--- src/rtl/core/svpwm_pkg.sv ---
package svpwm_pkg;

    localparam int FIELD_W     = 32;
    localparam int CFG_W       = 31;
    localparam int QUEUE_DEPTH = 2;

    localparam logic [CFG_W-1:0] PERIOD_RESET   = 31'd1677721600;
    localparam logic [CFG_W-1:0] GAIN_RESET     = 31'd242158254;
    // sqrt3/2 in q30
    localparam logic [CFG_W-1:0] SQRT3_HALF_Q30 = 31'd929887697;

    typedef logic [0:0] cfg_index_t;
    localparam cfg_index_t REG_PERIOD = 1'b0;
    localparam cfg_index_t REG_GAIN   = 1'b1;

    typedef logic [2:0] sector_t;
    localparam sector_t SECTOR_NONE = 3'd0;

    typedef struct packed {
        logic signed [FIELD_W-1:0] volt_alpha;
        logic signed [FIELD_W-1:0] volt_beta;
    } in_item_t;

    typedef struct packed {
        logic signed [FIELD_W-1:0] phase_a_time;
        logic signed [FIELD_W-1:0] phase_b_time;
        logic signed [FIELD_W-1:0] phase_c_time;
        sector_t                   sector_out;
    } out_item_t;

    // classified item handed from front to back, axis values sign extended
    typedef struct packed {
        sector_t                   sector;
        logic signed [FIELD_W-1:0] u1;
        logic signed [FIELD_W-1:0] u2;
        logic signed [FIELD_W-1:0] u3;
    } queue_entry_t;

    typedef enum logic [1:0] {
        AXIS_U1,
        AXIS_U2,
        AXIS_U3
    } axis_t;

    typedef struct packed {
        axis_t x_axis;
        axis_t y_axis;
        logic  negate;
    } sector_sel_t;

    typedef enum logic [1:0] {
        PH_FULL,
        PH_ACTIVE_Y,
        PH_ZERO
    } phase_src_t;

    typedef struct packed {
        phase_src_t a;
        phase_src_t b;
        phase_src_t c;
    } phase_route_t;

    // sign code is {u3 > 0, u2 > 0, u1 > 0}
    function automatic sector_t code_to_sector(logic [2:0] code);
        sector_t s;
        unique case (code)
            3'b011:  s = 3'd1;
            3'b001:  s = 3'd2;
            3'b101:  s = 3'd3;
            3'b100:  s = 3'd4;
            3'b110:  s = 3'd5;
            3'b010:  s = 3'd6;
            default: s = SECTOR_NONE;
        endcase
        return s;
    endfunction

    function automatic sector_sel_t sector_select(sector_t s);
        sector_sel_t sel;
        unique case (s)
            3'd1:    sel = '{x_axis: AXIS_U2, y_axis: AXIS_U1, negate: 1'b0};
            3'd2:    sel = '{x_axis: AXIS_U2, y_axis: AXIS_U3, negate: 1'b1};
            3'd3:    sel = '{x_axis: AXIS_U1, y_axis: AXIS_U3, negate: 1'b0};
            3'd4:    sel = '{x_axis: AXIS_U1, y_axis: AXIS_U2, negate: 1'b1};
            3'd5:    sel = '{x_axis: AXIS_U3, y_axis: AXIS_U2, negate: 1'b0};
            3'd6:    sel = '{x_axis: AXIS_U3, y_axis: AXIS_U1, negate: 1'b1};
            default: sel = '{x_axis: AXIS_U1, y_axis: AXIS_U1, negate: 1'b0};
        endcase
        return sel;
    endfunction

    function automatic phase_route_t phase_route(sector_t s);
        phase_route_t r;
        unique case (s)
            3'd1:    r = '{a: PH_FULL,     b: PH_ACTIVE_Y, c: PH_ZERO};
            3'd2:    r = '{a: PH_ACTIVE_Y, b: PH_FULL,     c: PH_ZERO};
            3'd3:    r = '{a: PH_ZERO,     b: PH_FULL,     c: PH_ACTIVE_Y};
            3'd4:    r = '{a: PH_ZERO,     b: PH_ACTIVE_Y, c: PH_FULL};
            3'd5:    r = '{a: PH_ACTIVE_Y, b: PH_ZERO,     c: PH_FULL};
            3'd6:    r = '{a: PH_FULL,     b: PH_ZERO,     c: PH_ACTIVE_Y};
            default: r = '{a: PH_ZERO,     b: PH_ZERO,     c: PH_ZERO};
        endcase
        return r;
    endfunction

endpackage

--- src/rtl/core/svpwm_front.sv ---
module svpwm_front #(
    parameter int FRAC_BITS  = 24,
    parameter int DATA_WIDTH = 32
) (
    input  logic                    clk,
    input  logic                    rst_n,
    input  logic                    in_valid,
    output logic                    in_ready,
    input  svpwm_pkg::in_item_t     in_item,
    output logic                    push_valid,
    input  logic                    push_ready,
    output svpwm_pkg::queue_entry_t push_entry
);
    import svpwm_pkg::*;

    localparam int W      = DATA_WIDTH;
    localparam int PROD_W = DATA_WIDTH + FIELD_W;
    localparam logic signed [FIELD_W-1:0] SQRT3_HALF =
        FIELD_W'(SQRT3_HALF_Q30 >> (30 - FRAC_BITS));

    typedef enum logic [1:0] {
        F_IDLE,
        F_MUL,
        F_PUSH
    } state_t;

    state_t                   state_reg;
    logic signed [W-1:0]      alpha_reg;
    logic signed [W-1:0]      beta_reg;
    logic signed [PROD_W-1:0] mul_reg;
    sector_t                  held_sector_reg;

    logic signed [PROD_W-1:0] mul_wide;
    logic signed [W-1:0]      alpha_proj;
    logic signed [W-1:0]      beta_half;
    logic signed [W-1:0]      u1;
    logic signed [W-1:0]      u2;
    logic signed [W-1:0]      u3;
    logic [2:0]               sign_code;
    sector_t                  found_sector;
    sector_t                  sector_next;

    assign mul_wide   = alpha_reg * SQRT3_HALF;
    assign alpha_proj = mul_reg[FRAC_BITS +: W];
    assign beta_half  = beta_reg >>> 1;
    assign u1         = beta_reg;
    assign u2         = alpha_proj - beta_half;
    assign u3         = -alpha_proj - beta_half;

    assign sign_code = {(!u3[W-1] && (u3 != '0)),
                        (!u2[W-1] && (u2 != '0)),
                        (!u1[W-1] && (u1 != '0))};
    assign found_sector = code_to_sector(sign_code);
    // ambiguous codes keep the sector we already have
    assign sector_next  = (found_sector != SECTOR_NONE) ? found_sector : held_sector_reg;

    assign push_valid        = (state_reg == F_PUSH);
    assign push_entry.sector = sector_next;
    assign push_entry.u1     = FIELD_W'(u1);
    assign push_entry.u2     = FIELD_W'(u2);
    assign push_entry.u3     = FIELD_W'(u3);

    assign in_ready = (state_reg == F_IDLE) || ((state_reg == F_PUSH) && push_ready);

    always_ff @(posedge clk or negedge rst_n)
    begin
        if (!rst_n)
        begin
            state_reg       <= F_IDLE;
            alpha_reg       <= '0;
            beta_reg        <= '0;
            mul_reg         <= '0;
            held_sector_reg <= SECTOR_NONE;
        end
        else
        begin
            unique case (state_reg)
                F_IDLE:
                begin
                    if (in_valid)
                    begin
                        alpha_reg <= in_item.volt_alpha[W-1:0];
                        beta_reg  <= in_item.volt_beta[W-1:0];
                        state_reg <= F_MUL;
                    end
                end
                F_MUL:
                begin
                    mul_reg   <= mul_wide;
                    state_reg <= F_PUSH;
                end
                F_PUSH:
                begin
                    if (push_ready)
                    begin
                        held_sector_reg <= sector_next;
                        if (in_valid)
                        begin
                            alpha_reg <= in_item.volt_alpha[W-1:0];
                            beta_reg  <= in_item.volt_beta[W-1:0];
                            state_reg <= F_MUL;
                        end
                        else
                        begin
                            state_reg <= F_IDLE;
                        end
                    end
                end
                default:
                begin
                    state_reg <= F_IDLE;
                end
            endcase
        end
    end

    // once a sector is found it is never lost again
    assert property (@(posedge clk) disable iff (!rst_n)
        (held_sector_reg != SECTOR_NONE) |=> (held_sector_reg != SECTOR_NONE))
        else $error("held sector fell back to none");

endmodule

--- config.mk ---
export PLATFORM = sky130hd
export DESIGN_NAME = svpwm_front
export DESIGN_NICKNAME = d
export VERILOG_FILES = /design/src/rtl/core/svpwm_pkg.sv /design/src/rtl/core/svpwm_front.sv
export SDC_FILE = /design/constraint.sdc
export NUM_CORES = 2
export LEC_CHECK = 0
export ABC_AREA = 1
export BUFFER_PORTS_ARGS = -buffer_cell sky130_fd_sc_hd__clkbuf_2
export CORE_AREA = 3 3 245 295
export DETAILED_ROUTE_END_ITERATION = 16
export DIE_AREA = 0 0 248 298
export PLACE_DENSITY = 0.58
export SKIP_CTS_REPAIR_TIMING = 1
export SLEW_MARGIN = 20
export SYNTH_ARGS = -nofsm -noshare
export SYNTH_HDL_FRONTEND = slang
export SYNTH_SLANG_ARGS = --single-unit
--- constraint.sdc ---
create_clock -name clk -period 9.4 [get_ports clk]
set_clock_uncertainty 0.2 [all_clocks]
set_input_delay 1.41 -clock clk [delete_from_list [all_inputs] [get_ports clk]]
set_output_delay 1.41 -clock clk [all_outputs]
set_load 0.1 [all_outputs]
==> metrics.md <==
| Metric | Value |
|---|---|
| Status | complete, no violations |
| Setup TNS | 0 ns |
| Maximum number of pins on one net before global-route repair | 69 |
| Commonest cells in the synthesized netlist | inv_1 (1172), nand2_1 (647), fa_1 (451), ha_1 (370), nor2_1 (210) |
| Clock transition at the registers of the reported paths | 0.10 ns |
| Post-route DRC | 0 |
| Placed Area | 29700 sq um |
| Starting Density | 39.8% |
| Antenna violations before repair | 0 |
| Clock sinks | 101 |
| CP max-delay cell | fa_1 |
| Port buffer count | 168 |
| DRT iter0 DRCs | 1288 |
| Avg Synthesized Cell Area | 7.66 sq um |
| DPL Wire Length | 85.5 mm |
| Non-Filler Instances | 4702 |
| Vias | 22600 |
| Final setup vio count | 0 |
| Asr flop ratio synth | 100% |
| Post-route minimum period | 7.21 ns |
| Actual slew at the worst max-slew pin | 0.980 ns |
| CP Data Arrival Time | 7.31 ns |
| Syn nets | 4508 |
| Synth area leaders | fa_1 (33%), ha_1 (17%), inv_1 (16%) |
| Worst Setup Start Kind | register |
| Crit-path leading delay family | adder cells |
| Post-synth EDFFs | 0 |
| Ratio of cells with drive above 1 in the final layout | 6.26% |
| Dpl cells | 4685 |
| Global-route wire length before repair | 143 mm |
| Grt total ovfl | 0 |
| Cells after Synth | 3619 |
| Die H | 298 um |
| Final instance area | 30000 sq um |
| Tcrit/Tclk final | 76.7% |
| Synth area leader | fa_1 |
| F_max | 0.139 GHz |
| Mapped cell area | 27700 sq um |
| Warnings, synthesis | 0 |
| WL final | 94.9 mm |
| Row count | 106 |
| Critical Path RT | 9.50 ns |
| Chip width | 248 um |
| Worst hold path type | register to register |
| RSZ-0062 raised after global routing | no |
| Ys flop type | dfrtp_1 |
| Total iterations of the first detailed-routing run | 5 |
| Final hold viol count | 0 |
| Vias in the first global route | 24100 |
| Sequential fraction of the synthesis area | 9.11% |
| Worst Path Max Fanout | 8 |
| Synth top area share | 32.6% |
| Final #Nets | 4667 |
| Number of vias per cell | 4.80 |
| Yosys reg bits | 101 |
| Num CTS Buffers | 9 |
| Max-slew headroom | 34.7% |
| Most used cell, CP | inv_1 |
| Critical Path End Type | register |
| Die area | 73900 sq um |
| Root Buffer | clkbuf_16 |
| Layout area overhead | 8.10% |
| Library cells used by synthesis | 42 |
| Antenna-violating nets left | 0 |
| Core ar. | 69600 sq um |
| Final hold slack | 0.287 ns |
| Buffers and inverters on the worst path | 7 |
| Bufs on Longest Clock Path | 2 |
| All-layer global routing usage | 26.2% |
| Final slew viol count | 0 |
| Clock insertion delay at the later pin of the skew report | 0.43 ns |
| Routed wire length per instance | 20.2 um |
| Crit path largest cell delay | 0.57 ns |
| CTS tree | yes |
| Top Ports | 169 |
| Placer Congestion | 0.981 |
| Most frequent cell after synthesis | inv_1 |
| Htree depth | 3 |
| Crit Path Class | register to register |
| Max-cap violations | 0 |
==> worst register-to-register path: stages, from the launching register on <==
cell     delay, ns
dfrtp_1       0.51
inv_1         0.34
fa_1          0.58
inv_1         0.04
ha_1          0.34
fa_1          0.51
inv_1         0.05
fa_1          0.52
inv_1         0.06
fa_1          0.45
fa_1          0.51
inv_1         0.05
fa_1          0.50
inv_1         0.05
ha_1          0.38
a21oi_1       0.17
inv_1         0.09
a31oi_1       0.48
o21ai_0       0.20
a31oi_1       0.19
nand3_1       0.20
nand3_1       0.13
nand2_1       0.06
or2_2         0.27
nand3_1       0.11
o21ai_0       0.10
==> final cells by class <==
cell class,instances,area [sq um]
Inverter,1174,4410
Sequential cell,101,2530
Timing Repair Buffer,173,881
Clock buffer,9,225
Fill cell,7341,39600
Tap cell,918,1150
Clock inverter,7,86.3
Multi-Input combinational cell,2319,20700
Antenna cell,1,2.50
==> final timing paths <==
path,from,endpoint,depth (start not counted),slack [ns]
setup / recovery,alpha_reg[29],mul_reg[48],25,2.19
hold / removal,held_sector_reg[1],held_sector_reg[1],2,0.29
setup reg to reg,alpha_reg[29],mul_reg[48],25,2.19
hold reg to reg,held_sector_reg[1],held_sector_reg[1],2,0.29
max in group asynchronous,rst_n,beta_reg[11],2,6.81
min in group asynchronous,rst_n,state_reg[0],1,0.79
==> through the flow <==
stage,setup slack [ns],util (%)
CTS,2.20,43.1
finish,2.19,43.1
global placement,2.27,42.6
detailed placement,2.24,42.6
global route,1.84,43.1
floorplan,2.25,-
==> kinds of logic after synthesis <==
group | share of synthesized area, %
AOI/OAI and AO/OA | 7.02
xor gates and xnor gates | 2.33
and+or+nand+nor | 16.0
adders and majority gates | 49.2
buffers and inverters | 16.3
DFF | 9.11
==> routing by layer <==
| metal | up-vias | global-route usage, % | part of all wire, % |
|---|---|---|---|
| met5 | - | 0 | 0 |
| met4 | 0 | 13.4 | 5.9 |
| met3 | 198 | 2.30 | 3.4 |
| met2 | 572 | 46.4 | 50 |
| met1 | 10800 | 31.6 | 41 |
| li1 | 11000 | - | - |
==> placed cells by master (no fill, tap or decap), types with 22 or more instances in the layout <==
| cell | instances |
|---|---|
| a21oi_1 | 129 |
| a31oi_1 | 22 |
| clkbuf_2 | 167 |
| dfrtp_1 | 100 |
| fa_1 | 451 |
| ha_1 | 370 |
| inv_1 | 1171 |
| nand2_1 | 647 |
| nand3_1 | 103 |
| nand4_1 | 28 |
| nor2_1 | 210 |
| o21ai_0 | 145 |
| o21bai_1 | 24 |
| xnor2_1 | 34 |
| xor2_1 | 38 |
Power is not shown: default switching activity piles up to over one toggle a cycle in this logic, so the estimate is an artifact.
