[src/rtl/core/svpwm_pkg.sv]
package svpwm_pkg;

    localparam int FIELD_W     = 32;
    localparam int CFG_W       = 31;
    localparam int QUEUE_DEPTH = 2;

    localparam logic [CFG_W-1:0] PERIOD_RESET   = 31'd1677721600;
    localparam logic [CFG_W-1:0] GAIN_RESET     = 31'd242158254;
    // sqrt3/2 in q30
    localparam logic [CFG_W-1:0] SQRT3_HALF_Q30 = 31'd929887697;

    typedef logic [0:0] cfg_index_t;
    localparam cfg_index_t REG_PERIOD = 1'b0;
    localparam cfg_index_t REG_GAIN   = 1'b1;

    typedef logic [2:0] sector_t;
    localparam sector_t SECTOR_NONE = 3'd0;

    typedef struct packed {
        logic signed [FIELD_W-1:0] volt_alpha;
        logic signed [FIELD_W-1:0] volt_beta;
    } in_item_t;

    typedef struct packed {
        logic signed [FIELD_W-1:0] phase_a_time;
        logic signed [FIELD_W-1:0] phase_b_time;
        logic signed [FIELD_W-1:0] phase_c_time;
        sector_t                   sector_out;
    } out_item_t;

    // classified item handed from front to back, axis values sign extended
    typedef struct packed {
        sector_t                   sector;
        logic signed [FIELD_W-1:0] u1;
        logic signed [FIELD_W-1:0] u2;
        logic signed [FIELD_W-1:0] u3;
    } queue_entry_t;

    typedef enum logic [1:0] {
        AXIS_U1,
        AXIS_U2,
        AXIS_U3
    } axis_t;

    typedef struct packed {
        axis_t x_axis;
        axis_t y_axis;
        logic  negate;
    } sector_sel_t;

    typedef enum logic [1:0] {
        PH_FULL,
        PH_ACTIVE_Y,
        PH_ZERO
    } phase_src_t;

    typedef struct packed {
        phase_src_t a;
        phase_src_t b;
        phase_src_t c;
    } phase_route_t;

    // sign code is {u3 > 0, u2 > 0, u1 > 0}
    function automatic sector_t code_to_sector(logic [2:0] code);
        sector_t s;
        unique case (code)
            3'b011:  s = 3'd1;
            3'b001:  s = 3'd2;
            3'b101:  s = 3'd3;
            3'b100:  s = 3'd4;
            3'b110:  s = 3'd5;
            3'b010:  s = 3'd6;
            default: s = SECTOR_NONE;
        endcase
        return s;
    endfunction

    function automatic sector_sel_t sector_select(sector_t s);
        sector_sel_t sel;
        unique case (s)
            3'd1:    sel = '{x_axis: AXIS_U2, y_axis: AXIS_U1, negate: 1'b0};
            3'd2:    sel = '{x_axis: AXIS_U2, y_axis: AXIS_U3, negate: 1'b1};
            3'd3:    sel = '{x_axis: AXIS_U1, y_axis: AXIS_U3, negate: 1'b0};
            3'd4:    sel = '{x_axis: AXIS_U1, y_axis: AXIS_U2, negate: 1'b1};
            3'd5:    sel = '{x_axis: AXIS_U3, y_axis: AXIS_U2, negate: 1'b0};
            3'd6:    sel = '{x_axis: AXIS_U3, y_axis: AXIS_U1, negate: 1'b1};
            default: sel = '{x_axis: AXIS_U1, y_axis: AXIS_U1, negate: 1'b0};
        endcase
        return sel;
    endfunction

    function automatic phase_route_t phase_route(sector_t s);
        phase_route_t r;
        unique case (s)
            3'd1:    r = '{a: PH_FULL,     b: PH_ACTIVE_Y, c: PH_ZERO};
            3'd2:    r = '{a: PH_ACTIVE_Y, b: PH_FULL,     c: PH_ZERO};
            3'd3:    r = '{a: PH_ZERO,     b: PH_FULL,     c: PH_ACTIVE_Y};
            3'd4:    r = '{a: PH_ZERO,     b: PH_ACTIVE_Y, c: PH_FULL};
            3'd5:    r = '{a: PH_ACTIVE_Y, b: PH_ZERO,     c: PH_FULL};
            3'd6:    r = '{a: PH_FULL,     b: PH_ZERO,     c: PH_ACTIVE_Y};
            default: r = '{a: PH_ZERO,     b: PH_ZERO,     c: PH_ZERO};
        endcase
        return r;
    endfunction

endpackage

[src/rtl/core/svpwm_back.sv]
module svpwm_back #(
    parameter int FRAC_BITS  = 24,
    parameter int DATA_WIDTH = 32
) (
    input  logic                         clk,
    input  logic                         rst_n,
    input  logic signed [DATA_WIDTH-1:0] period_time,
    input  logic signed [DATA_WIDTH-1:0] time_gain,
    input  logic                         pop_valid,
    output logic                         pop_ready,
    input  svpwm_pkg::queue_entry_t      pop_entry,
    output logic                         out_valid,
    input  logic                         out_ready,
    output svpwm_pkg::out_item_t         out_item
);
    import svpwm_pkg::*;

    localparam int W      = DATA_WIDTH;
    localparam int PROD_W = DATA_WIDTH + FIELD_W;

    typedef enum logic [2:0] {
        B_IDLE,
        B_MX,
        B_MY,
        B_T7,
        B_OUT
    } state_t;

    state_t                   state_reg;
    sector_t                  sector_reg;
    logic signed [W-1:0]      u1_reg;
    logic signed [W-1:0]      u2_reg;
    logic signed [W-1:0]      u3_reg;
    logic signed [PROD_W-1:0] prod_reg;
    logic signed [W-1:0]      x_reg;
    logic signed [W-1:0]      y_reg;
    logic signed [W-1:0]      t7_reg;
    logic signed [W-1:0]      held_a_reg;
    logic signed [W-1:0]      held_b_reg;
    logic signed [W-1:0]      held_c_reg;
    out_item_t                out_item_reg;
    logic                     out_valid_reg;

    sector_sel_t              sel;
    phase_route_t             route;
    logic signed [W-1:0]      u_x;
    logic signed [W-1:0]      u_y;
    logic signed [W-1:0]      u_mul;
    logic signed [PROD_W-1:0] prod_wide;
    logic signed [W-1:0]      q_scaled;
    logic signed [W-1:0]      q_signed;
    logic signed [W-1:0]      zero_diff;
    logic signed [W-1:0]      sum_full;
    logic signed [W-1:0]      sum_y;
    logic signed [W-1:0]      ta;
    logic signed [W-1:0]      tb;
    logic signed [W-1:0]      tc;
    logic                     out_free;
    logic                     load_out;
    logic                     sector_known;

    assign sel          = sector_select(sector_reg);
    assign route        = phase_route(sector_reg);
    assign out_free     = !out_valid_reg || out_ready;
    assign load_out     = (state_reg == B_OUT) && out_free;
    assign sector_known = (sector_reg != SECTOR_NONE);

    always_comb
    begin
        unique case (sel.x_axis)
            AXIS_U2: u_x = u2_reg;
            AXIS_U3: u_x = u3_reg;
            default: u_x = u1_reg;
        endcase
        unique case (sel.y_axis)
            AXIS_U2: u_y = u2_reg;
            AXIS_U3: u_y = u3_reg;
            default: u_y = u1_reg;
        endcase
    end

    // one shared multiplier, x on the first pass and y on the second
    assign u_mul     = (state_reg == B_MX) ? u_x : u_y;
    assign prod_wide = time_gain * u_mul;
    assign q_scaled  = prod_reg[FRAC_BITS +: W];
    assign q_signed  = sel.negate ? -q_scaled : q_scaled;
    assign zero_diff = period_time - x_reg - q_signed;
    assign sum_y     = y_reg + t7_reg;
    assign sum_full  = x_reg + sum_y;

    always_comb
    begin
        unique case (route.a)
            PH_FULL:     ta = sum_full;
            PH_ACTIVE_Y: ta = sum_y;
            default:     ta = t7_reg;
        endcase
        unique case (route.b)
            PH_FULL:     tb = sum_full;
            PH_ACTIVE_Y: tb = sum_y;
            default:     tb = t7_reg;
        endcase
        unique case (route.c)
            PH_FULL:     tc = sum_full;
            PH_ACTIVE_Y: tc = sum_y;
            default:     tc = t7_reg;
        endcase
    end

    assign pop_ready = (state_reg == B_IDLE) || ((state_reg == B_OUT) && out_free);
    assign out_valid = out_valid_reg;
    assign out_item  = out_item_reg;

    always_ff @(posedge clk or negedge rst_n)
    begin
        if (!rst_n)
        begin
            state_reg     <= B_IDLE;
            sector_reg    <= SECTOR_NONE;
            u1_reg        <= '0;
            u2_reg        <= '0;
            u3_reg        <= '0;
            prod_reg      <= '0;
            x_reg         <= '0;
            y_reg         <= '0;
            t7_reg        <= '0;
            held_a_reg    <= '0;
            held_b_reg    <= '0;
            held_c_reg    <= '0;
            out_item_reg  <= '0;
            out_valid_reg <= 1'b0;
        end
        else
        begin
            if (load_out)
            begin
                out_valid_reg <= 1'b1;
            end
            else if (out_valid_reg && out_ready)
            begin
                out_valid_reg <= 1'b0;
            end
            unique case (state_reg)
                B_IDLE:
                begin
                    if (pop_valid)
                    begin
                        sector_reg <= pop_entry.sector;
                        u1_reg     <= pop_entry.u1[W-1:0];
                        u2_reg     <= pop_entry.u2[W-1:0];
                        u3_reg     <= pop_entry.u3[W-1:0];
                        state_reg  <= B_MX;
                    end
                end
                B_MX:
                begin
                    prod_reg  <= prod_wide;
                    state_reg <= B_MY;
                end
                B_MY:
                begin
                    x_reg     <= q_signed;
                    prod_reg  <= prod_wide;
                    state_reg <= B_T7;
                end
                B_T7:
                begin
                    y_reg     <= q_signed;
                    t7_reg    <= zero_diff >>> 1;
                    state_reg <= B_OUT;
                end
                B_OUT:
                begin
                    if (out_free)
                    begin
                        // no sector yet: keep handing out the held zeros
                        if (sector_known)
                        begin
                            held_a_reg <= ta;
                            held_b_reg <= tb;
                            held_c_reg <= tc;
                            out_item_reg.phase_a_time <= FIELD_W'(ta);
                            out_item_reg.phase_b_time <= FIELD_W'(tb);
                            out_item_reg.phase_c_time <= FIELD_W'(tc);
                        end
                        else
                        begin
                            out_item_reg.phase_a_time <= FIELD_W'(held_a_reg);
                            out_item_reg.phase_b_time <= FIELD_W'(held_b_reg);
                            out_item_reg.phase_c_time <= FIELD_W'(held_c_reg);
                        end
                        out_item_reg.sector_out <= sector_reg;
                        if (pop_valid)
                        begin
                            sector_reg <= pop_entry.sector;
                            u1_reg     <= pop_entry.u1[W-1:0];
                            u2_reg     <= pop_entry.u2[W-1:0];
                            u3_reg     <= pop_entry.u3[W-1:0];
                            state_reg  <= B_MX;
                        end
                        else
                        begin
                            state_reg <= B_IDLE;
                        end
                    end
                end
                default:
                begin
                    state_reg <= B_IDLE;
                end
            endcase
        end
    end

    assert property (@(posedge clk) disable iff (!rst_n)
        (state_reg == B_MX) |-> (sector_reg <= 3'd6))
        else $error("sector code outside one to six");

    assert property (@(posedge clk) disable iff (!rst_n)
        (out_valid_reg && (out_item_reg.sector_out == SECTOR_NONE)) |->
        ((out_item_reg.phase_a_time == '0) && (out_item_reg.phase_b_time == '0) &&
         (out_item_reg.phase_c_time == '0)))
        else $error("phase times not zero before first sector");

    assert property (@(posedge clk) disable iff (!rst_n)
        (state_reg == B_OUT) |-> $past(state_reg == B_T7) || $past(state_reg == B_OUT))
        else $error("phase stage entered without zero time");

endmodule

[config.mk]
export PLATFORM = sky130hd
export DESIGN_NAME = svpwm_back
export DESIGN_NICKNAME = d
export VERILOG_FILES = /design/src/rtl/core/svpwm_pkg.sv /design/src/rtl/core/svpwm_back.sv
export SDC_FILE = /design/constraint.sdc
export NUM_CORES = 2
export LEC_CHECK = 0
export BUFFER_PORTS_ARGS = -buffer_cell sky130_fd_sc_hd__buf_2
export CORE_MARGIN = 5
export CORE_UTILIZATION = 57
export CTS_CLUSTER_DIAMETER = 150
export DETAILED_ROUTE_END_ITERATION = 10
export GPL_ROUTABILITY_DRIVEN = 1
export GPL_TIMING_DRIVEN = 0
export PLACE_DENSITY_LB_ADDON = 0.25
export SYNTH_ARGS = -nofsm -noshare
export SYNTH_HDL_FRONTEND = slang
export SYNTH_SLANG_ARGS = --single-unit
[constraint.sdc]
create_clock -name clk -period 29.4 [get_ports clk]
set_input_delay 1.47 -clock clk [delete_from_list [all_inputs] [get_ports clk]]
set_output_delay 1.47 -clock clk [all_outputs]
set_load 0.02 [all_outputs]
==> metrics.sh <==
BUFS_ON_LONGEST_CLOCK_PATH=3
SYNTH_CELLS=6517
GLOBALROUTETOTALUTIL=0.4422
MIN-DELAY-PATH-CLASS='flip-flop to flip-flop'
FIRST_GLOBAL_VIAS=51692
R2R_SETUP_SLACK_NS=13.58
LAYOUT_COMMONEST_CELL='inv_1'
WORSTREGTOREGCELLS=34
CRITPATHLAUNCHTYPE='flip-flop'
CTS.HOLD.BUFFERS_ADDED=0
TOTAL_MET2_WIRELENGTH_AFTER_DETAILED_ROUTING_MM=102.4
PORTBUFFERS=265
CORE_MM2=0.1033
FIRST_ITER_VIOLATIONS=6576
EFFECTIVE_UTILIZATION_AT_FLOORPLAN=0.5734
GRT_FIRST_PASS_WIRELENGTH_MM=355.6
ROUTED.TOP_LAYER='met5'
CRIT_PATH_END_KIND='flip-flop'
AREA_GROWTH_SYN_TO_LAYOUT_PCT=7.911
WORSTSETUPPATHTYPE='flip-flop to flip-flop'
WL_MM=247.2
POST-ROUTE-DRC-COUNT=0
SETUP_REPAIR_AFTER_GLOBAL_ROUTING_MISSED_ITS_MARGIN='false'
VIAS_PER_CELL=6.298
CTS_HTREE_LEVELS=2
POST_CTS_REPAIR_TIMING_SETUP_BUFFER_COUNT=0
SYNTH_ENABLE_FLOP_CELLS=0
MAPPEDNETLISTNETS=7968
SEQ_AREA_FRAC_SYNTH=0.1795
GRT_ANTENNA_BEFORE_REPAIR=31
SYNTH.FF_LATCH_COUNT=425
DIE_HEIGHT_UM=332.4
WL_MET1_MM=93.66
LAYOUT.AREA.SEQ_MM2=0.01064
CRIT_PATH_MAX_FANOUT=10
POST-ROUTE-PERIOD-UTIL=0.5381
DIE_AREA_MM2=0.1105
FINAL_NET_COUNT=8283
YS.FLOP_TYPE='dfrtp_1'
MULTI_INPUT_COMB_AREA_MM2=0.04318
FINAL.MIN_CLOCK_PERIOD_NS=15.82
CRIT_BUF_INV=10
ANT_NETS=0
LAYOUT.FILLER_CELLS=9026
CTS.REPAIR.RESIZED=0
POST_ROUTE_CELLS_DRIVE_ABOVE_1_SHARE=0.07606
CRITPATHREQUIREDTIME_NS=29.85
LAYOUT_COMMON_CELLS='inv_1, fa_1, nand2_1'
WORST_CLOCK_SKEW_NS=0.02501
CTS_INSERTED_BUFFERS=43
NUMCLOCKSINKS=425
RESULT_OF_THE_RUN='complete, no violations'
WORSTMARGINPINSLEW_NS=1.401
MET3_LENGTH_MM=32.87
FINAL_HOLD_VIOL_COUNT=0
CTS_TREE='done'
WORST_HOLD_STARTPOINT='out_item[74]'
TIMING.MAX_CAP.VIOLATIONS=0
CLOCK_LATENCY_LATE_SINK_NS=0.61
TOP_LEVEL_PORTS=268
GR-TOTAL-OVERFLOW=0
CP_COMMON_CELL='fa_1'
CP_DATA_ARRIVAL_TIME_NS=16.27
RELSLEWSLACK=0.06630
CRITPATHMAXSTAGEDELAY_NS=1.18
FINALSETUPTNS_NS=0
DIE_X_UM=332.4
SYNTH-WARNING-COUNT=0
HOLDPATHSTAGES=2
SETUP_VIOL=0
CLOCK.FMAX_GHz=0.06321
TIMING.CRITICAL_PATH.MAX_DELAY_FAMILY='buffers and inverters'
REG2REG_TO='prod_reg[55]'
HOLDPATHEND='out_item[74]'
PLACE.DETAILED.HPWL_MM=202.8
WORST_PATH_MAX_DELAY_CELL='nor3b_1'
GRT_START_MAX_NET_PINS=125
ASYNC_RESET_FF_FRAC=1.000
SYNTH.CELL_AREA_MM2=0.05926
DETAIL_ROUTE.FIRST_PASS.ITERATIONS=7
R2R_STARTPOINT='sector_reg[2]'
ROUTE.VIAS.TOTAL=52110
ROWS=118
CTS.REPORTEDPATHS.CLKPINSLEW_NS=0.06
CLK_ROOT_BUFFER_CELL='clkbuf_16'
YS_TYPES=87
WL_PER_CELL_UM=29.87
GP_CONGESTION=1.058
SYNTH.AVG_CELL_AREA_UM2=9.093
REPORT.FINAL.SLEW_VIOL_COUNT=0
LARGEST_REGISTER_FF_COUNT=99
tightest hold or removal path, stage by stage, from the launching register on:
cell and delay, ns:
dfrtp_1 0.34, nand2_1 0.05, nand2_1 0.05
area by class of cell:
| class | count | area share |
|---|---|---|
| diodes | 31 | 0.001213 |
| multi-input cells | 4639 | 0.6752 |
| clock inverters | 20 | 0.003874 |
| well taps | 1380 | 0.02700 |
| flip-flops and latches | 425 | 0.1663 |
| inverters | 1070 | 0.06280 |
| repair buffers | 270 | 0.02244 |
| clock buffers | 56 | 0.01868 |
| plain buffers | 383 | 0.02252 |
Yosys cell counts (7+ instances only):
cell type	count	area (um^2)
nor3_1	51	255.2
o31ai_1	20	150.1
a21boi_0	9	67.56
and3_1	42	262.8
mux4_2	8	180.2
o21bai_1	25	187.7
mux2i_1	14	140.1
clkbuf_1	360	1351
a21o_1	74	555.5
or2_2	9	56.30
or3_1	16	100.1
a211oi_1	29	217.7
o22ai_1	28	175.2
o311ai_0	7	61.31
a22o_1	9	78.83
fa_1	1015	20320
a211o_1	24	210.2
and2_1	454	2840
o221a_2	32	360.4
ha_1	269	3366
o21a_1	35	262.8
o221ai_1	25	219.0
xor2_1	64	560.5
nand4_1	12	75.07
nor2_1	222	833.3
o211ai_1	22	165.2
o21ai_0	307	1536
buf_1	21	78.83
nor2b_1	51	319.1
a221o_1	40	400.4
xnor2_1	91	797.0
inv_1	1066	4001
nand3_1	96	480.5
mux2_2	105	1182
a221oi_1	66	578.1
nand2_1	973	3652
o21ai_1	8	40.04
nand2b_1	23	143.9
o31a_1	7	61.31
a21oi_1	218	1091
a31oi_1	35	219.0
dfrtp_1	425	10640
cells by family (layout without fill, tap and decap cells):
family	Yosys count	after routing	synth area share
simple gates	1991	1991	0.1582
buf+inv	1453	1799	0.09207
fa+ha+maj	1287	1287	0.4002
compound gates	1079	1079	0.1219
flops	425	425	0.1795
xor+xnor	155	155	0.02291
mux	127	127	0.02536
other cells	0	31	0
through the flow:
step | std cells | hold WS [ns] | cell area, um^2 | utilization | setup slack [ns]
floorplan | 6517 | 0.4400 | 59260 | - | 18.61
detailed placement | 8167 | 0.4524 | 62430 | 0.6041 | 14.04
global placement | 8162 | 0.4497 | 62310 | 0.6030 | 14.22
global route | 8246 | 0.4870 | 63880 | 0.6181 | 13.51
finish | 8274 | 0.4659 | 63950 | 0.6188 | 13.58
CTS | 8243 | 0.4662 | 63870 | 0.6180 | 14.05
per-layer routing:
| metal | vias to the layer above | global-route usage |
|---|---|---|
| li1 | 21393 | - |
| met2 | 3661 | 0.6310 |
| met3 | 854 | 0.1424 |
| met4 | 12 | 0.2463 |
| met1 | 26190 | 0.6014 |
| met5 | - | 0 |
worst max path at each step:
stage,from,to,slack [ns],cells after the start
2_1_floorplan,sector_reg[2],prod_reg[51],18.61,38
3_3_place_gp,sector_reg[2],prod_reg[55],14.22,34
3_5_place_dp,sector_reg[2],prod_reg[55],14.04,36
4_1_cts,sector_reg[2],prod_reg[55],14.05,36
5_1_grt,sector_reg[2],prod_reg[55],13.51,36
6_report,sector_reg[2],prod_reg[55],13.58,34
Power is not shown: default switching activity piles up to over one toggle a cycle in this logic, so the estimate is an artifact.
