==> src/rtl/core/svpwm_pkg.sv <==
package svpwm_pkg;

    localparam int FIELD_W     = 32;
    localparam int CFG_W       = 31;
    localparam int QUEUE_DEPTH = 2;

    localparam logic [CFG_W-1:0] PERIOD_RESET   = 31'd1677721600;
    localparam logic [CFG_W-1:0] GAIN_RESET     = 31'd242158254;
    // sqrt3/2 in q30
    localparam logic [CFG_W-1:0] SQRT3_HALF_Q30 = 31'd929887697;

    typedef logic [0:0] cfg_index_t;
    localparam cfg_index_t REG_PERIOD = 1'b0;
    localparam cfg_index_t REG_GAIN   = 1'b1;

    typedef logic [2:0] sector_t;
    localparam sector_t SECTOR_NONE = 3'd0;

    typedef struct packed {
        logic signed [FIELD_W-1:0] volt_alpha;
        logic signed [FIELD_W-1:0] volt_beta;
    } in_item_t;

    typedef struct packed {
        logic signed [FIELD_W-1:0] phase_a_time;
        logic signed [FIELD_W-1:0] phase_b_time;
        logic signed [FIELD_W-1:0] phase_c_time;
        sector_t                   sector_out;
    } out_item_t;

    // classified item handed from front to back, axis values sign extended
    typedef struct packed {
        sector_t                   sector;
        logic signed [FIELD_W-1:0] u1;
        logic signed [FIELD_W-1:0] u2;
        logic signed [FIELD_W-1:0] u3;
    } queue_entry_t;

    typedef enum logic [1:0] {
        AXIS_U1,
        AXIS_U2,
        AXIS_U3
    } axis_t;

    typedef struct packed {
        axis_t x_axis;
        axis_t y_axis;
        logic  negate;
    } sector_sel_t;

    typedef enum logic [1:0] {
        PH_FULL,
        PH_ACTIVE_Y,
        PH_ZERO
    } phase_src_t;

    typedef struct packed {
        phase_src_t a;
        phase_src_t b;
        phase_src_t c;
    } phase_route_t;

    // sign code is {u3 > 0, u2 > 0, u1 > 0}
    function automatic sector_t code_to_sector(logic [2:0] code);
        sector_t s;
        unique case (code)
            3'b011:  s = 3'd1;
            3'b001:  s = 3'd2;
            3'b101:  s = 3'd3;
            3'b100:  s = 3'd4;
            3'b110:  s = 3'd5;
            3'b010:  s = 3'd6;
            default: s = SECTOR_NONE;
        endcase
        return s;
    endfunction

    function automatic sector_sel_t sector_select(sector_t s);
        sector_sel_t sel;
        unique case (s)
            3'd1:    sel = '{x_axis: AXIS_U2, y_axis: AXIS_U1, negate: 1'b0};
            3'd2:    sel = '{x_axis: AXIS_U2, y_axis: AXIS_U3, negate: 1'b1};
            3'd3:    sel = '{x_axis: AXIS_U1, y_axis: AXIS_U3, negate: 1'b0};
            3'd4:    sel = '{x_axis: AXIS_U1, y_axis: AXIS_U2, negate: 1'b1};
            3'd5:    sel = '{x_axis: AXIS_U3, y_axis: AXIS_U2, negate: 1'b0};
            3'd6:    sel = '{x_axis: AXIS_U3, y_axis: AXIS_U1, negate: 1'b1};
            default: sel = '{x_axis: AXIS_U1, y_axis: AXIS_U1, negate: 1'b0};
        endcase
        return sel;
    endfunction

    function automatic phase_route_t phase_route(sector_t s);
        phase_route_t r;
        unique case (s)
            3'd1:    r = '{a: PH_FULL,     b: PH_ACTIVE_Y, c: PH_ZERO};
            3'd2:    r = '{a: PH_ACTIVE_Y, b: PH_FULL,     c: PH_ZERO};
            3'd3:    r = '{a: PH_ZERO,     b: PH_FULL,     c: PH_ACTIVE_Y};
            3'd4:    r = '{a: PH_ZERO,     b: PH_ACTIVE_Y, c: PH_FULL};
            3'd5:    r = '{a: PH_ACTIVE_Y, b: PH_ZERO,     c: PH_FULL};
            3'd6:    r = '{a: PH_FULL,     b: PH_ZERO,     c: PH_ACTIVE_Y};
            default: r = '{a: PH_ZERO,     b: PH_ZERO,     c: PH_ZERO};
        endcase
        return r;
    endfunction

endpackage

==> src/rtl/core/svpwm_queue.sv <==
module svpwm_queue (
    input  logic                    clk,
    input  logic                    rst_n,
    input  logic                    push_valid,
    output logic                    push_ready,
    input  svpwm_pkg::queue_entry_t push_entry,
    output logic                    pop_valid,
    input  logic                    pop_ready,
    output svpwm_pkg::queue_entry_t pop_entry
);
    import svpwm_pkg::*;

    localparam int PTR_W = (QUEUE_DEPTH > 1) ? $clog2(QUEUE_DEPTH) : 1;
    localparam int CNT_W = $clog2(QUEUE_DEPTH + 1);
    localparam logic [CNT_W-1:0] DEPTH_CNT = CNT_W'(QUEUE_DEPTH);
    localparam logic [PTR_W-1:0] LAST_PTR  = PTR_W'(QUEUE_DEPTH - 1);

    queue_entry_t     entries_reg [QUEUE_DEPTH];
    logic [PTR_W-1:0] wr_ptr_reg;
    logic [PTR_W-1:0] rd_ptr_reg;
    logic [CNT_W-1:0] count_reg;

    logic do_push;
    logic do_pop;

    assign push_ready = (count_reg != DEPTH_CNT);
    assign pop_valid  = (count_reg != '0);
    assign pop_entry  = entries_reg[rd_ptr_reg];
    assign do_push    = push_valid && push_ready;
    assign do_pop     = pop_valid && pop_ready;

    always_ff @(posedge clk)
    begin
        if (do_push)
        begin
            entries_reg[wr_ptr_reg] <= push_entry;
        end
    end

    always_ff @(posedge clk or negedge rst_n)
    begin
        if (!rst_n)
        begin
            wr_ptr_reg <= '0;
            rd_ptr_reg <= '0;
            count_reg  <= '0;
        end
        else
        begin
            if (do_push)
            begin
                wr_ptr_reg <= (wr_ptr_reg == LAST_PTR) ? '0 : wr_ptr_reg + 1'b1;
            end
            if (do_pop)
            begin
                rd_ptr_reg <= (rd_ptr_reg == LAST_PTR) ? '0 : rd_ptr_reg + 1'b1;
            end
            if (do_push && !do_pop)
            begin
                count_reg <= count_reg + 1'b1;
            end
            else if (do_pop && !do_push)
            begin
                count_reg <= count_reg - 1'b1;
            end
        end
    end

    assert property (@(posedge clk) disable iff (!rst_n) count_reg <= DEPTH_CNT)
        else $error("queue fill count beyond depth");

endmodule

==> config.mk <==
export PLATFORM = sky130hd
export DESIGN_NAME = svpwm_queue
export DESIGN_NICKNAME = d
export VERILOG_FILES = /design/src/rtl/core/svpwm_pkg.sv /design/src/rtl/core/svpwm_queue.sv
export SDC_FILE = /design/constraint.sdc
export NUM_CORES = 1
export LEC_CHECK = 0
export ABC_AREA = 1
export BUFFER_PORTS_ARGS = -buffer_cell sky130_fd_sc_hd__buf_4
export CAP_MARGIN = 20
export CORE_AREA = 2 2 122 124
export DETAILED_ROUTE_END_ITERATION = 12
export DIE_AREA = 0 0 124 126
export PLACE_DENSITY = 0.78
export SYNTH_ARGS = -nofsm -noshare
export SYNTH_HDL_FRONTEND = slang
export SYNTH_SLANG_ARGS = --single-unit
==> constraint.sdc <==
create_clock -name clk -period 8.42 [get_ports clk]
set_input_delay 0.421 -clock clk [delete_from_list [all_inputs] [get_ports clk]]
set_output_delay 0.421 -clock clk [all_outputs]
set_load 0.005 [all_outputs]
==> flow_summary.yaml, run 1 <==
synth:
  synth-seq-cells: 202
  synth_top_area_share_pct: 79.8
  synthesis.area_um2: 7450
  synthArstFlopShare_pct: 1.98
  syn_avg_cell_area_um2: 13.7
  ys_types: 14
  synth-seq-area-share_pct: 81.2
  synth_ff_type: "edfxtp_1"
  synth.top_cells.by_count: "nand2_1 (307), edfxtp_1 (198), buf_2 (10), buf_6 (10), inv_1 (6)"
  ys_top_cells_by_area: "edfxtp_1 (80%), nand2_1 (15%), buf_6 (1.5%)"
  synth_cells: 545
  yosysMostFrequentCell: "nand2_1"
  ys.warnings.count: 0
  netlist.top_cell.by_area: "edfxtp_1"
  synth_edf_count: 198
  syn_nets: 649
clocking:
  cts_tree: "yes"
  clk-insertion-delay-late_ns: 0.47
  cts_root_buf: "clkbuf_16"
  h-tree-depth: 1
  clk_pin_slew_ns: 0.06
  clock-sinks: 202
  cts_buffers: 20
  clk_path_buf_depth: 3
  cts_setup_buffers: 0
final_layout:
  nFillCells: 1010
  layout-drive-gt1-share_pct: 30.9
  area_delta_synth_final_pct: 31.4
  final_util_pct: 68.4
  fin_nets: 859
  diodes: 0
  largest_reg_flops: 198
sta:
  fin_crit_sh_pct: 46.1
  final_hold_viol_count: 0
  period_minus_slack_ns: 3.88
  finalSetupViolCount: 0
  skew_ns: 0.0104
  worst_slew_pin_slew_ns: 1.11
  rsz0062_at_grt: "false"
  relSlewSlack_pct: 25.7
  fmax_ghz: 0.257
  setup_slack_ns: 4.54
  finalSetupTns_ns: 0
  drv_slew: 0
worst_setup_path:
  startpoint_type: "register"
  path_class: "register to output port"
  crit_required_ns: 8.00
  worstPathArrival_ns: 3.46
  crit_path_end_kind: "output port"
  reg2regPathDepth: 3
  critPathMaxFanout: 101
  worst-r2r-setup-slack_ns: 5.90
place:
  post-dp-hpwl_mm: 9.26
  pre_cts_ws_ns: 5.01
  place.gp.congestion: 0.807
  port-buffer-count: 203
route:
  drt-initial-drc-count: 267
  viasPerCell: 4.87
  first_pass_iters: 5
  wl_mm: 14.7
  wire_per_inst_um: 15.4
  drc_errors: 0
  vias: 4643
  postRouteAntennaNets: 0
die:
  fp.dieH_um: 126
  die_x_um: 124
  start_util_pct: 52.0
  num_rows: 44
  die_area_um2: 15600
  fp.coreArea_um2: 14300
  ios: 204
power:
  p_leak_nw: 4.18
  pwr-share-seq_pct: 44.4
  comb_power_share_pct: 29.5
  ir_drop_mv: 0.199
  switchingPower_w: 0.00100
  total_power_w: 0.00339
  power_density_nw_per_um2: 346
  clkPwrFrac_pct: 26.1
  switching_share_pct: 29.6
  cellInternalPower_w: 0.00238
global_route:
  grt_usage_pct: 18.2
  busiest_layer: "met2"
  met1_usage_pct: 21.4
  grt_util_met3_pct: 5.12
  grt_pass1_wl_mm: 21.9
  grt_pass1_vias: 4592
  grt_start_max_net_pins: 102
  grt_use_met2_pct: 32.1
  antenna_found_initial: 0
  overflow: 0
min_path:
  holdCritPathClass: "primary input to register"
  min_path_cells: 1
flow_run:
  drv_cap: 0
run_status:
  run_status: "complete, no violations"
==> power groups by stage <==
stage / combinational [W] / clock (W) / sequential (W)
floorplan: 0.000546 / 0 / 0.00147
global placement: 0.000982 / 0 / 0.00152
detailed placement: 0.00100 / 0 / 0.00153
CTS: 0.00101 / 0.000904 / 0.00151
global route: 0.00112 / 0.000937 / 0.00153
finish: 0.000998 / 0.000885 / 0.00150
==> layout by cell type (no fill, tap or decap) <==
cell type,instances
bufinv_16,3
xnor2_1,1
dfrtp_4,1
inv_1,6
dlygate4sd3_1,1
nand4_1,1
clkinvlp_4,1
dfrtp_1,3
clkinv_1,6
edfxtp_1,198
clkbuf_16,21
xor2_1,1
clkbuf_1,4
clkinv_2,2
nor2_4,2
buf_16,1
nand3_1,2
nand2_1,307
buf_4,207
ha_1,1
==> layer usage <==
| metal | wire length, um | vias up |
|---|---|---|
| li1 | - | 2256 |
| met4 | 309 | 0 |
| met1 | 5520 | 2185 |
| met5 | 0 | - |
| met2 | 7580 | 175 |
| met3 | 1240 | 27 |
==> worst max-delay path: stages, from the launching register on <==
cell and delay [ns]:
dfrtp_4 1.14, clkinv_2 0.81, buf_4 0.56, nand2_1 0.14, nand2_1 0.09, buf_4 0.14
==> final cells by class <==
type	count	area (um^2)	share of cell area, %
sequential	202	6050	61.8
inverter	7	27.5	0.281
multi-input combinational	315	1220	12.5
clock buffer	25	541	5.52
clock inverter	11	125	1.28
tap	184	230	2.35
timing repair buffer	209	1590	16.3
==> through the flow <==
step	area, um^2	std cells	hold slack, ns
floorplan	7450	545	0.125
global placement	9080	915	0.219
detailed placement	9080	915	0.222
CTS	9760	952	0.112
global route	9790	953	0.108
finish	9790	953	0.127
==> worst paths after layout <==
kind	startpoint	endpoint
hold reg to reg	count_reg[1]	count_reg[1]
setup / recovery	rd_ptr_reg	pop_entry[86]
min in group asynchronous	rst_n	count_reg[0]
max in group asynchronous	rst_n	rd_ptr_reg
hold / removal	push_entry[20]	entries_reg[0][20]
setup reg to reg	rd_ptr_reg	rd_ptr_reg
==> cell families (layout without fill, tap and decap cells) <==
family	count (synthesis)	count (layout)	share of synthesized area (%)
buffers and inverters	28	252	2.64
AND/OR/NAND/NOR	312	312	15.8
XOR/XNOR	2	2	0.235
flip-flops	202	202	81.2
adder cells (fa/ha/maj)	1	1	0.168
==> timing repair <==
action                                 4_1_cts  5_1_grt
hold buffers                                 1        0
endpoints found under the hold margin        4        0
gates resized for setup                      0        0
Note: power is estimated with default switching activity, not from simulation.
==> inputs of run 2 (changes only) <==
--- a/config.mk
+++ b/config.mk
@@ -5,13 +5,13 @@
 export SDC_FILE = /design/constraint.sdc
 export NUM_CORES = 1
 export LEC_CHECK = 0
-export ABC_AREA = 1
+export ABC_AREA = 0
 export BUFFER_PORTS_ARGS = -buffer_cell sky130_fd_sc_hd__buf_4
 export CAP_MARGIN = 20
-export CORE_AREA = 2 2 122 124
+export CORE_AREA = 2 2 125 127
 export DETAILED_ROUTE_END_ITERATION = 12
-export DIE_AREA = 0 0 124 126
-export PLACE_DENSITY = 0.78
+export DIE_AREA = 0 0 127 129
+export PLACE_DENSITY = 0.77
 export SYNTH_ARGS = -nofsm -noshare
 export SYNTH_HDL_FRONTEND = slang
 export SYNTH_SLANG_ARGS = --single-unit
==> constraint.sdc (replaced) <==
create_clock -name clk -period 3.9 [get_ports clk]
set_input_delay 0.195 -clock clk [delete_from_list [all_inputs] [get_ports clk]]
set_output_delay 0.195 -clock clk [all_outputs]
set_load 0.005 [all_outputs]
==> flow_summary.yaml, run 2 <==
clocking:
  clk-insertion-delay-late_ns: 0.48
  cts_root_buf: "clkbuf_16"
  h-tree-depth: 1
  clk_pin_slew_ns: 0.06
  cts_tree: "yes"
  cts_buffers: 20
  cts_setup_buffers: 0
  clock-sinks: 202
  clk_path_buf_depth: 3
synth:
  syn_avg_cell_area_um2: 24.0
  synth_edf_count: 198
  synth_cells: 326
  netlist.top_cell.by_area: "edfxtp_1"
  synthMuxAreaShare_pct: 19.0
  yosysMostFrequentCell: "edfxtp_1"
  synthXorXnorAreaFrac_pct: 0.559
  synthArstFlopShare_pct: 1.98
  ys.warnings.count: 0
  ys_top_cells_by_area: "edfxtp_1 (76%), mux2_4 (19%), buf_12 (2.6%)"
  synth.top_cells.by_count: "edfxtp_1 (198), mux2_4 (99), buf_12 (10), dfrtp_1 (4), xnor2_1 (3)"
  synth_ff_type: "edfxtp_1"
  synthAdderAreaFrac_pct: 0.160
  ys_types: 14
  syn_nets: 430
  synth-seq-area-share_pct: 77.1
  synth_top_family_by_area: "multiplexers"
  synth-simple-area-share_pct: 0.431
  synth_top_area_share_pct: 75.9
  synth-compound-area-share_pct: 0
  synthesis.area_um2: 7840
  synth-seq-cells: 202
place:
  port-buffer-count: 203
  place.gp.congestion: 0.700
  post-dp-hpwl_mm: 9.01
  placed_cells: 710
worst_setup_path:
  crit_buf_inv: 2
  cp-startpoint: "rd_ptr_reg"
  path_class: "register to output port"
  r2r_start: "count_reg[0]"
  worstPathArrival_ns: 2.07
  worst-r2r-setup-slack_ns: 1.94
  crit_chain: "buf_12, mux2_4, buf_4"
  startpoint_type: "register"
  critPathTopFamily: "buffers and inverters"
  crit_path_end_kind: "output port"
  crit_cells: 3
  r2r-end: "entries_reg[1][76]"
  cp-endpoint: "pop_entry[60]"
  critPathMaxFanout: 100
  crit_required_ns: 3.70
  slowest_delay_ns: 0.56
  reg2regPathDepth: 3
  cpMaxStageDelayCell: "buf_12"
final_layout:
  seqCellArea_um2: 6050
  nFillCells: 860
  layout.cells.non_filler: 843
  layout_commonest_cell: "buf_4"
  fin_nets: 748
  diodes: 0
  largest_reg_flops: 198
  area_delta_synth_final_pct: 41.1
  layout_common_cells: "buf_4 (205), edfxtp_1 (198), dlygate4sd3_1 (100)"
  multi_input_area_um2: 1590
  layout-drive-gt1-share_pct: 51.1
die:
  die_area_um2: 16400
  fp.dieH_um: 129
  ios: 204
  die_x_um: 127
  num_rows: 45
  start_util_pct: 52.3
  fp.coreArea_um2: 15000
sta:
  worst_slew_pin_slew_ns: 0.786
  finalSetupTns_ns: 0
  drv_slew: 0
  period_minus_slack_ns: 2.27
  fin_crit_sh_pct: 58.2
  timing.hold.ws_ns: 0.0255
  rsz0062_at_grt: "false"
  skew_ns: 0.0207
  finalSetupViolCount: 0
  final_hold_viol_count: 0
  relSlewSlack_pct: 47.6
  fmax_ghz: 0.441
route:
  wl_mm: 15.2
  drt-initial-drc-count: 198
  postRouteAntennaNets: 0
  viasPerCell: 4.92
  vias: 4145
  drc_errors: 0
  wire_per_inst_um: 18.0
  first_pass_iters: 4
power:
  ir_drop_mv: 0.551
  p_leak_nw: 4.46
  power_density_nw_per_um2: 676
  total_power_w: 0.00747
flow_run:
  drv_cap: 0
min_path:
  holdCritPathClass: "primary input to register"
  min_path_cells: 3
global_route:
  overflow: 0
  grt_pass1_vias: 4423
  antenna_found_initial: 0
  grt_usage_pct: 17.9
  grt_pass1_wl_mm: 22.7
  grt_start_max_net_pins: 101
run_status:
  run_status: "complete, no violations"
run 2: cell count changes after synthesis, sizes merged:
| cell | previous run | this run |
|---|---|---|
| nand2 | 307 | 2 |
| mux2 | 0 | 99 |
| buf | 21 | 11 |
| inv | 7 | 1 |
| nand3 | 2 | 0 |
| xnor2 | 1 | 3 |
| and3 | 0 | 1 |
| nand2b | 0 | 1 |
| nand4 | 1 | 0 |
| or2 | 0 | 1 |
| xor2 | 1 | 2 |
run 2: cells by family (layout without fill, tap and decap cells):
logic type	count (synthesis)	after routing
and+or+nand+nor	7	7
buffers and inverters	12	341
adders and majority gates	1	1
xor gates and xnor gates	5	5
muxes	99	99
DFF	202	202
run 2: routing by layer:
| layer | global-route usage (%) | vias to the layer above | part of all wire (%) |
|---|---|---|---|
| met5 | 0 | - | 0 |
| met3 | 3.37 | 31 | 6.0 |
| met1 | 21.3 | 2038 | 38 |
| li1 | - | 1920 | - |
| met2 | 32.8 | 156 | 54 |
| met4 | 5.88 | 0 | 2.4 |
run 2: worst min path at each step:
stage	from	endpoint	slack [ns]
floorplan	rst_n	count_reg[0]	-0.10
global placement	rst_n	count_reg[1]	-0.006
detailed placement	rst_n	wr_ptr_reg	-0.001
CTS	pop_ready	rd_ptr_reg	0.01
global route	pop_ready	rd_ptr_reg	0.03
finish	pop_ready	rd_ptr_reg	0.03
run 2: area by class of cell:
class,instances,area share (%)
clock buffer,24,4.85
clock inverter,9,0.611
inverter,1,0.0339
multi-input combinational,112,14.4
sequential,202,54.7
tap,188,2.13
timing repair buffer,307,23.3
run 2: worst min-delay path, stage by stage:
cell and delay, ns:
buf_4 0.11, nand2_1 0.10, xnor2_1 0.07
run 2: per-stage QoR:
| step | instance area, um^2 | util [%] | worst slack (ns) |
|---|---|---|---|
| floorplan | 7840 | - | 0.238 |
| global placement | 9460 | 63.1 | 1.99 |
| detailed placement | 9460 | 63.1 | 1.93 |
| CTS | 11100 | 73.9 | 1.65 |
| global route | 11100 | 73.9 | 1.55 |
| finish | 11100 | 73.9 | 1.63 |
run 2: power by group:
group / leakage, nW / internal (W) / total (W) / switching, W
clock network: 0.295 / 0.00104 / 0.00177 / 0.000732
logic: 2.28 / 0.00153 / 0.00260 / 0.00107
registers: 1.88 / 0.00297 / 0.00310 / 0.000130
total: 4.46 / 0.00554 / 0.00747 / 0.00193
run 2: what timing repair did:
item / CTS / global route
hold buffers: 100 / 0
endpoints found under the hold margin: 202 / 0
resized for setup: 0 / 0
